File: config.mk
export PLATFORM = sky130hd
export DESIGN_NAME = fasta_kmer_extractor_top
export DESIGN_NICKNAME = d
export VERILOG_FILES = /design/src/rtl/fke_pkg.sv /design/src/rtl/fasta_kmer_extractor_top.sv
export SDC_FILE = /design/constraint.sdc
export NUM_CORES = 1
export LEC_CHECK = 0
export BUFFER_PORTS_ARGS = -buffer_cell sky130_fd_sc_hd__buf_2
export CAP_MARGIN = 40
export CELL_PAD_IN_SITES_DETAIL_PLACEMENT = 0
export CELL_PAD_IN_SITES_GLOBAL_PLACEMENT = 2
export CORE_AREA = 2 2 96 191
export CTS_CLUSTER_SIZE = 20
export DETAILED_ROUTE_END_ITERATION = 12
export DIE_AREA = 0 0 98 193
export GPL_ROUTABILITY_DRIVEN = 0
export MAX_ROUTING_LAYER = met4
export PLACE_DENSITY_LB_ADDON = 0.1
export SYNTH_ARGS = -nofsm -noshare
export SYNTH_HDL_FRONTEND = slang
export SYNTH_SLANG_ARGS = --single-unit
File: constraint.sdc
create_clock -name clk_i -period 9.7 [get_ports clk_i]
set_input_delay 0.485 -clock clk_i [delete_from_list [all_inputs] [get_ports clk_i]]
set_output_delay 0.485 -clock clk_i [all_outputs]
set_load 0.1 [all_outputs]
File: src/rtl/fke_pkg.sv
// Package for the FASTA k-mer extractor: field widths, character codes,
// base encoding function. No dependencies.
`timescale 1ns / 1ps
`default_nettype none

package fke_pkg;

  localparam int unsigned TEXT_W      = 8;
  localparam int unsigned KLEN_W      = 6;
  localparam int unsigned KMER_W      = 64;
  localparam int unsigned KMER_MAX    = 32;
  localparam int unsigned DATA_IN_W   = 8;

  localparam logic [KLEN_W-1:0] KLEN_RESET = 6'd16;
  localparam logic [KLEN_W-1:0] KLEN_MAX   = 6'd32;
  localparam logic [KLEN_W-1:0] KLEN_MIN   = 6'd1;

  localparam logic [TEXT_W-1:0] CH_HEADER = 8'h3E;  // '>'
  localparam logic [TEXT_W-1:0] CH_LF     = 8'h0A;
  localparam logic [TEXT_W-1:0] CH_CR     = 8'h0D;
  localparam logic [TEXT_W-1:0] CH_A      = 8'h41;
  localparam logic [TEXT_W-1:0] CH_C      = 8'h43;
  localparam logic [TEXT_W-1:0] CH_T      = 8'h54;
  localparam logic [TEXT_W-1:0] CH_G      = 8'h47;

  localparam logic [1:0] BASE_A = 2'd0;
  localparam logic [1:0] BASE_C = 2'd1;
  localparam logic [1:0] BASE_T = 2'd2;
  localparam logic [1:0] BASE_G = 2'd3;

  // Map a character to its 2-bit base code; anything unknown reads as A.
  function automatic logic [1:0] base_code(input logic [TEXT_W-1:0] ch);
    logic [1:0] code;
    case (ch)
      CH_A:    code = BASE_A;
      CH_C:    code = BASE_C;
      CH_T:    code = BASE_T;
      CH_G:    code = BASE_G;
      default: code = BASE_A;
    endcase
    return code;
  endfunction

  // Clamp the programmed length into 1..32.
  function automatic logic [KLEN_W-1:0] eff_k(input logic [KLEN_W-1:0] klen);
    logic [KLEN_W-1:0] k;
    if (klen == '0) begin
      k = KLEN_MIN;
    end else if (klen > KLEN_MAX) begin
      k = KLEN_MAX;
    end else begin
      k = klen;
    end
    return k;
  endfunction

endpackage

`default_nettype wire

File: src/rtl/fasta_kmer_extractor_top.sv
// FASTA k-mer extractor top level: input register, line state, result register.
// Depends on fke_pkg.
`timescale 1ns / 1ps
`default_nettype none

// Streams FASTA text in one byte per request and emits packed DNA k-mers,
// two bits per base (A=0, C=1, T=2, G=3, anything else as 0), newest base
// in bits 1:0, masked to k bases. A newline or carriage return clears the
// line state; '>' skips the rest of its line; tlast on a byte clears all
// line state after that byte is handled. One byte is taken every cycle
// unless a byte is held and cannot be processed: the byte is held in an
// input register, then the window shift, mask and count update run
// combinationally into the result register. The result register lets the
// next byte be processed while a k-mer still waits, as long as the sink
// takes it in the same cycle; the input register holds a byte in a sink stall.
// kmer_length (cfg port, reset 16) is clamped to 1..32 and must only be
// written while the block is idle.
module fasta_kmer_extractor_top (
  input  wire logic        clk_i,
  input  wire logic        rst_ni,
  // config write: kmer_length
  input  wire logic        cfg_valid_i,
  output logic             cfg_ready_o,
  input  wire logic [5:0]  cfg_data_i,
  // input stream
  input  wire logic        s_axis_tvalid_i,
  output logic             s_axis_tready_o,
  input  wire logic [7:0]  s_axis_tdata_i,   // [7:0] text_byte
  input  wire logic        s_axis_tlast_i,   // end_of_buffer
  // output stream
  output logic             m_axis_tvalid_o,
  input  wire logic        m_axis_tready_i,
  output logic [63:0]      m_axis_tdata_o    // [63:0] kmer_code
);

  localparam int unsigned TW = fke_pkg::TEXT_W;
  localparam int unsigned KW = fke_pkg::KLEN_W;
  localparam int unsigned WW = fke_pkg::KMER_W;

  // configuration
  logic [KW-1:0] klen_q;

  // input register
  logic          in_vld_q;
  logic [TW-1:0] in_byte_q;
  logic          in_last_q;

  // line state
  logic [WW-1:0] base_window_q, base_window_d;
  logic [KW-1:0] bases_seen_q, bases_seen_d;
  logic          in_header_q, in_header_d;

  // result register
  logic          out_vld_q, out_vld_d;
  logic [WW-1:0] out_data_q;

  logic          fire;
  logic          produced;
  logic [KW-1:0] k_eff;
  logic [KW-1:0] seen_inc;
  logic [WW-1:0] win_mask;
  logic [WW-1:0] shifted;

  assign cfg_ready_o = 1'b1;

  always_ff @(posedge clk_i or negedge rst_ni) begin
    if (!rst_ni) begin
      klen_q <= fke_pkg::KLEN_RESET;
    end else if (cfg_valid_i && cfg_ready_o) begin
      klen_q <= cfg_data_i;
    end
  end

  // Process the held byte when the result slot is free or being drained.
  assign fire            = in_vld_q && (!out_vld_q || m_axis_tready_i);
  assign s_axis_tready_o = !in_vld_q || fire;

  always_ff @(posedge clk_i or negedge rst_ni) begin
    if (!rst_ni) begin
      in_vld_q <= 1'b0;
    end else if (s_axis_tready_o) begin
      in_vld_q <= s_axis_tvalid_i;
    end
  end

  always_ff @(posedge clk_i) begin
    if (s_axis_tready_o && s_axis_tvalid_i) begin
      in_byte_q <= s_axis_tdata_i;
      in_last_q <= s_axis_tlast_i;
    end
  end

  // Mask keeps the lowest 2k bits.
  assign k_eff = fke_pkg::eff_k(klen_q);
  always_comb begin
    for (int i = 0; i < WW / 2; i++) begin
      win_mask[2*i +: 2] = {2{(i < int'(k_eff))}};
    end
  end

  assign shifted  = {base_window_q[WW-3:0], fke_pkg::base_code(in_byte_q)} & win_mask;
  assign seen_inc = (bases_seen_q >= k_eff) ? k_eff : bases_seen_q + KW'(1);

  always_comb begin
    base_window_d = base_window_q;
    bases_seen_d  = bases_seen_q;
    in_header_d   = in_header_q;
    produced      = 1'b0;
    if (in_byte_q == fke_pkg::CH_LF || in_byte_q == fke_pkg::CH_CR) begin
      base_window_d = '0;
      bases_seen_d  = '0;
      in_header_d   = 1'b0;
    end else if (!in_header_q) begin
      if (in_byte_q == fke_pkg::CH_HEADER) begin
        in_header_d = 1'b1;
      end else begin
        base_window_d = shifted;
        bases_seen_d  = seen_inc;
        produced      = (seen_inc >= k_eff);
      end
    end
    // end of buffer: drop all line state after the byte is handled
    if (in_last_q) begin
      base_window_d = '0;
      bases_seen_d  = '0;
      in_header_d   = 1'b0;
    end
  end

  always_ff @(posedge clk_i or negedge rst_ni) begin
    if (!rst_ni) begin
      base_window_q <= '0;
      bases_seen_q  <= '0;
      in_header_q   <= 1'b0;
    end else if (fire) begin
      base_window_q <= base_window_d;
      bases_seen_q  <= bases_seen_d;
      in_header_q   <= in_header_d;
    end
  end

  // Result slot: load on a producing byte, otherwise hold until taken.
  assign out_vld_d = fire ? produced : (out_vld_q && !m_axis_tready_i);

  always_ff @(posedge clk_i or negedge rst_ni) begin
    if (!rst_ni) begin
      out_vld_q <= 1'b0;
    end else begin
      out_vld_q <= out_vld_d;
    end
  end

  always_ff @(posedge clk_i) begin
    if (fire && produced) begin
      out_data_q <= shifted;
    end
  end

  assign m_axis_tvalid_o = out_vld_q;
  assign m_axis_tdata_o  = out_data_q;

`ifndef SYNTHESIS
  // The base count never exceeds the longest k-mer.
  a_seen_bound: assert property (@(posedge clk_i) disable iff (!rst_ni)
    bases_seen_q <= fke_pkg::KLEN_MAX)
    else $error("bases_seen exceeds maximum k");

  // A producing byte always lands a k-mer in the result slot.
  a_produce: assert property (@(posedge clk_i) disable iff (!rst_ni)
    fire && produced |=> m_axis_tvalid_o)
    else $error("produced k-mer not presented");

  // End of buffer leaves the line state cleared.
  a_eob_clear: assert property (@(posedge clk_i) disable iff (!rst_ni)
    fire && in_last_q |=> (bases_seen_q == '0) && !in_header_q && (base_window_q == '0))
    else $error("line state not cleared after end of buffer");

  // Backpressure on the input only while a byte is held.
  a_ready: assert property (@(posedge clk_i) disable iff (!rst_ni)
    !s_axis_tready_o |-> in_vld_q && out_vld_q)
    else $error("input stalled without a held byte");
`endif

endmodule

`default_nettype wire
==> results of run 1 <==
==> routing by layer <==
layer / vias to the layer above / track usage
li1: 1821 / -
met1: 1885 / 0.208
met2: 69 / 0.242
met3: 9 / 0.0375
met4: 0 / 0.0545
met5: - / -
==> sequential cells by signal (all words and copies together) (netlist names) <==
name / cells
m_axis_tvalid_o: 1
in_last_q: 1
in_vld_q: 1
in_byte_q: 8
klen_q: 6
bases_seen_q: 6
in_header_q: 1
base_window_q: 62
m_axis_tdata_o: 64
==> metrics by stage <==
step           cells  cell area (um2)  utilization
2_1_floorplan    442             6190            -
3_3_place_gp     721             6810        0.388
3_5_place_dp     721             6810        0.388
4_1_cts          753             7470        0.426
5_1_grt          753             7470        0.426
6_report         753             7470        0.426
==> kinds of logic (layout without fill, tap and decap cells) <==
kind of cell | count (synthesis) | in the layout | synth area share
flops | 150 | 150 | 0.666
fa+ha+maj | 13 | 13 | 0.0263
buf+inv | 31 | 129 | 0.0251
mux | 11 | 11 | 0.0188
compound gates | 116 | 116 | 0.148
simple gates | 116 | 116 | 0.109
xor+xnor | 4 | 4 | 0.00567
other cells | 1 | 1 | 0.000607
==> worst min path at each step <==
stage / cells past startpoint / end
after floorplan: 0 / base_window_q[0]
final: 1 / in_header_q
after CTS: 1 / in_header_q
after global routing: 1 / in_header_q
after detailed placement: 1 / in_header_q
after global placement: 1 / in_header_q
==> cells in the mapped netlist (2+ instances only) <==
library cell,count,share of area
inv_1,6,0.0036
buf_1,3,0.0018
nand3_1,4,0.0032
nor4_1,4,0.0040
nand2_1,18,0.011
nand2b_1,7,0.0071
a21o_1,4,0.0049
buf_2,4,0.0032
a32o_1,2,0.0032
nor2_1,9,0.0055
clkbuf_1,12,0.0073
nor2b_1,35,0.035
or3b_2,2,0.0028
nor3_1,2,0.0016
ha_1,13,0.026
mux2_2,5,0.0091
o21ai_0,5,0.0040
a21oi_1,15,0.012
edfxtp_1,73,0.35
a22o_1,65,0.092
dfrtp_1,76,0.31
mux2i_1,6,0.0097
and2_1,23,0.023
o21a_1,7,0.0085
a31oi_1,7,0.0071
a21boi_0,4,0.0049
buf_6,4,0.0073
nand3b_1,3,0.0036
xnor2_1,2,0.0028
xor2_1,2,0.0028
or3_1,2,0.0020
==> worst max-delay path: stages, from the launching register on <==
cell	delay [ps]
dfrtp_1	770
clkinv_1	440
o21ai_0	220
inv_1	110
ha_1	280
nand2b_1	90
a31oi_1	80
o21ai_1	690
nor2_1	90
a21oi_1	150
ha_1	240
nand2b_1	130
a21o_1	180
a211o_1	280
a211oi_1	430
nor4_4	110
buf_4	310
==> report_power, final <==
part           internal [W]  switching, W  total, W  leakage (nW)
clock              0.000467      0.000275  0.000743         0.321
sequential         0.000766     0.0000424  0.000808          1.75
combinational      0.000119      0.000624  0.000743          1.13
total               0.00135      0.000942   0.00229          3.20
==> area by class of cell <==
class                           count  area (um2)  share of cell area
Multi-Input combinational cell    261        1930               0.258
Sequential cell                   150        4120               0.552
Tap cell                          213         267              0.0357
Inverter                            7        26.3             0.00352
Clock inverter                     14         221              0.0297
Timing Repair Buffer               90         465              0.0623
Clock buffer                       18         439              0.0588
==> flow_metrics.tcl, run 1 <==
set metrics [dict create \
    fillers 1680 \
    die_area_mm2 0.0189 \
    max-cap-violations 0 \
    worstSetupStartpoint "klen_q[5]" \
    p_leak_nw 3.20 \
    worstSetupPathType "flop to flop" \
    yosysUniqueCellTypes 49 \
    relSlewSlack 0.423 \
    ios 87 \
    setup_viol 0 \
    die_w_um 98 \
    drive_gt1_frac 0.250 \
    grt_max_degree 68 \
    routed.top_layer "met4" \
    overflow 0 \
    post_cts_buffers 0 \
    yosys_warnings 0 \
    setup_slack_ps 4770 \
    routed-via-count 3784 \
    first_global_vias 3911 \
    area_growth_syn_to_layout_pct 20.8 \
    worst_clock_skew_ps 9.12 \
    outcome "complete, but fails checks" \
    layout_commonest_cell "buf_2" \
    num_antenna_cells 0 \
    drc 0 \
    cts_tree "done" \
    ctsResizeCount 0 \
    r2r-end "m_axis_tdata_o[36]" \
    met2_length_um 6840 \
    worst_setup_path_end_kind "flop" \
    drt-pass1-iter-count 5 \
    drv_slew 0 \
    hpwl_um 9100 \
    initial_utilization 0.353 \
    crit_arrival_ps 5050 \
    fmax_mhz 203 \
    critPathMaxFanout 39 \
    cts_root_buf "clkbuf_16" \
    htreeDepth 4 \
    failed_checks "negative hold slack" \
    via_per_inst 5.03 \
    grt_antenna_before_repair 0 \
    grt_usage 0.158 \
    hold_buffers 0 \
    clk_path_buf_depth 2 \
    clkSlewWorstSetupHoldPaths_ps 70 \
    holdCritPathClass "primary input to async pin" \
    core_area_mm2 0.0175 \
    rsz0062_at_grt "no" \
    finalCritPeriodShare 0.509 \
    crit_path_end "m_axis_tdata_o[36]" \
    hold_viol_final 2 \
    dp_slack_ps 4740 \
    drt-met1-wl_um 6500 \
    cts_num_sinks 150 \
    fin_crit_ps 4930 \
    drtIter0Drc 173 \
    drt_wl_total_um 13900 \
    syn_avg_cell_area_um2 14.0 \
    syn_inst 442 \
    synth_edf_count 73 \
    p_total_w 0.00229 \
    syn_area_mm2 0.00618 \
    numCtsBuffers 17 \
    port_buffers 85 \
    rrSetupSlack_ps 4770 \
    finalHoldWorstSlack_ps -9.27 \
    synth_seq_area_share 0.666 \
    rr_startpoint "klen_q[5]" \
    clk_latency_ps 420 \
    max_slew.worst_pin.slew_ps 860 \
    p_per_area_mw_per_mm2 307 \
    syn_nets 475 \
    crit_required_ps 9810 \
    finish.net_count 560 \
    synthArstFlopShare 0.513 \
    synth-main-ff-cell "dfrtp_1" \
    postRouteAntennaNets 0 \
    setup_tns_ps 0 \
    start_kind "flop" \
    grt_pass1_wl_um 22300 \
    mostFrequentLayoutCells "buf_2 (84), dfrtp_1 (76), edfxtp_1 (73)" \
    wl_met3_um 396 \
    max-vdd-ir-drop_v 0.000124 \
    synth_seq_cells 150 \
    wire_per_inst_um 18.5 \
    rows 69 \
    rr_worst_depth 16 \
    die_height_um 193 \
]
Note: power is estimated with default switching activity, not from simulation.
==> run 2: changes to the inputs <==
ABC_AREA = 1   (was unset)
CORE_AREA = 2 2 99 196   (was 2 2 96 191)
DIE_AREA = 0 0 101 198   (was 0 0 98 193)
clock period = 5.1 ns   (was 9.7 ns; I/O delays follow)
==> run 2 against run 1 <==
Worst hold slack gained 53 ps; die area grew 5.7%; core utilization shrank 0.24 points; worst setup slack lost 3300 ps; clock power grew 71%; the flow now finishes without violations.
==> flow_metrics.tcl, run 2 <==
set metrics [dict create \
    cp_slowest_cell "dfstp_2" \
    synth_edf_count 73 \
    hp-start "s_axis_tvalid_i" \
    first_global_vias 5100 \
    wire_per_inst_um 16.9 \
    fillers 1892 \
    syn_nets 698 \
    htreeDepth 4 \
    max_slew.worst_pin.slew_ps 819 \
    drt_wl_total_um 16800 \
    drive_gt1_frac 0.186 \
    fin_crit_ps 3600 \
    crit_required_ps 5190 \
    path_cells "nor2_1 > nand3_1 > nand2_1 > nand2_1 > inv_1 > ha_1 > inv_1 > nand2_1 > nand2_1 > nand2_1 > nand2_1 > nand2_1 > nand2_1 > and2_1 > ha_1 > nand2_1 > nor2_1 > o21ai_0 > nand3_1 > nand3_1 > inv_2 > buf_12" \
    overflow 0 \
    syn_avg_cell_area_um2 9.85 \
    die_area_mm2 0.0200 \
    worstSetupStartpoint "klen_q[4]" \
    largest_register_ffs 64 \
    p_leak_nw 3.96 \
    clkSlewWorstSetupHoldPaths_ps 70 \
    drt-pass1-iter-count 4 \
    hpwl_um 11900 \
    worstSetupPathType "flop to flop" \
    cts_num_sinks 150 \
    worst_clock_skew_ps 9.40 \
    ios 87 \
    grt_usage 0.184 \
    synth-main-ff-cell "dfrtp_1" \
    die_height_um 198 \
    critPathMaxFanout 64 \
    clk_latency_ps 430 \
    drv_slew 0 \
    start_kind "flop" \
    syn_inst 665 \
    yosysUniqueCellTypes 37 \
    port_buffers 85 \
    setup_tns_ps 0 \
    die_w_um 101 \
    crit_path_frequent_cell "nand2_1" \
    grt_pass1_wl_um 27000 \
    routed-via-count 4852 \
    worst_setup_path_end_kind "flop" \
    yosysMostFrequentCell "nand2_1" \
    core_area_mm2 0.0187 \
    yosys_warnings 0 \
    layout_commonest_cell "nand2_1" \
    rows 71 \
    holdCritPathClass "primary input to flop" \
    hold_viol_final 0 \
    finalHoldWorstSlack_ps 43.9 \
    drtIter0Drc 170 \
    syn_area_mm2 0.00655 \
    cpPeakStageDelay_ps 590 \
    grt_max_degree 71 \
    area_growth_syn_to_layout_pct 20.6 \
    numCtsBuffers 17 \
    max-vdd-ir-drop_v 0.000344 \
    synthArstFlopShare 0.513 \
    grt_antenna_before_repair 0 \
    finish.net_count 795 \
    initial_utilization 0.351 \
    cts_root_buf "clkbuf_16" \
    num_antenna_cells 0 \
    p_per_area_mw_per_mm2 647 \
    drc 0 \
    outcome "finished clean" \
    crit_arrival_ps 3680 \
    synth_top_cell_area_share 0.335 \
    final_util 0.424 \
    max-cap-violations 0 \
    ctsResizeCount 0 \
    postRouteAntennaNets 0 \
    relSlewSlack 0.454 \
    mostFrequentLayoutCells "nand2_1 (140), inv_1 (99), nand3_1 (95)" \
    fmax_mhz 278 \
    via_per_inst 4.88 \
    rr_startpoint "klen_q[4]" \
    synth_commonest_cells "nand2_1 (140), inv_1 (100), nand3_1 (95)" \
    synth_seq_cells 150 \
    cts_tree "done" \
    finalCritPeriodShare 0.705 \
    post_cts_buffers 0 \
    yosys-top-cells-area "edfxtp_1 (33%), dfrtp_1 (29%), nand2_1 (8.0%), nand3_1 (7.3%), inv_1 (5.7%)" \
    yosysTopAreaCell "edfxtp_1" \
    synth_seq_area_share 0.629 \
    clk_path_buf_depth 2 \
    rsz0062_at_grt "no" \
    setup_viol 0 \
]
run 2: cell types whose count changed in the layout (fill, tap and decap cells not counted), moves of 7 or more:
cell and change:
a21oi_1 -7, a22o_1 -65, and2_1 -22, dlygate4sd3_1 +10, inv_1 +93, nand2_1 +122
nand2b_1 -7, nand3_1 +91, nor2_1 +17, nor2b_1 -35, o21ai_0 +53, o21ai_1 +11
run 2: metal layers:
layer / routed length (um) / GRT usage / share of wire / up-vias
met2: 9310 / 0.331 / 0.56 / 90
met4: 628 / 0.0911 / 0.037 / 0
met3: 451 / 0.0289 / 0.027 / 35
li1: - / - / - / 2384
met5: 0 / - / 0 / -
met1: 6370 / 0.192 / 0.38 / 2343
run 2: what timing repair did:
item                       4_1_cts  5_1_grt
hold buffers                    10        0
setup endpoints to repair        0        0
hold endpoints to repair        30        0
run 2: logic make-up after synthesis:
logic type,after synthesis,synth area share
xor gates and xnor gates,1,0.00134
AOI/OAI and AO/OA,90,0.0747
other,1,0.000572
DFF,150,0.629
buffers and inverters,128,0.0800
adders and majority gates,13,0.0248
and+or+nand+nor,282,0.190
run 2: path summary, 6_finish.rpt:
path                                      endpoint  slack, ps  cells past startpoint
worst max-delay path            m_axis_tdata_o[60]       1500                     22
worst min-delay path                      in_vld_q         40                      3
worst max register to register  m_axis_tdata_o[60]       1500                     22
worst min register to register    base_window_q[2]        500                      2
max in group asynchronous        base_window_q[51]       3750                      3
min in group asynchronous        base_window_q[36]        270                      2
run 2: layout make-up:
type / count / area, um2 / area share
Multi-Input combinational cell: 387 / 1910 / 0.241
Clock inverter: 15 / 169 / 0.0214
Clock buffer: 17 / 425 / 0.0538
Tap cell: 219 / 274 / 0.0347
Sequential cell: 150 / 4120 / 0.521
Inverter: 105 / 394 / 0.0499
Timing Repair Buffer: 101 / 613 / 0.0776
run 2: power breakdown:
part           total (W)  switching [W]  internal (W)
logic            0.00220        0.00191      0.000298
registers        0.00163      0.0000784       0.00156
clock network    0.00127       0.000539      0.000734
run 2: worst max-delay path, delay by kind of cell, from the launching register on:
| family | cells | cell delay [ps] |
|---|---|---|
| AND/OR/NAND/NOR | 15 | 1470 |
| flip-flops | 1 | 590 |
| adder cells (fa/ha/maj) | 2 | 580 |
| buffers and inverters | 4 | 480 |
| AO/OA/AOI/OAI | 1 | 90 |
run 2: stage by stage:
step	cells	cell area, um2	setup WS, ps	power (W)
2_1_floorplan	665	6550	946	0.00349
3_3_place_gp	950	7170	1600	0.00386
3_5_place_dp	952	7210	1530	0.00388
4_1_cts	994	7900	1480	0.00518
5_1_grt	994	7900	1210	0.00534
6_report	994	7900	1500	0.00511
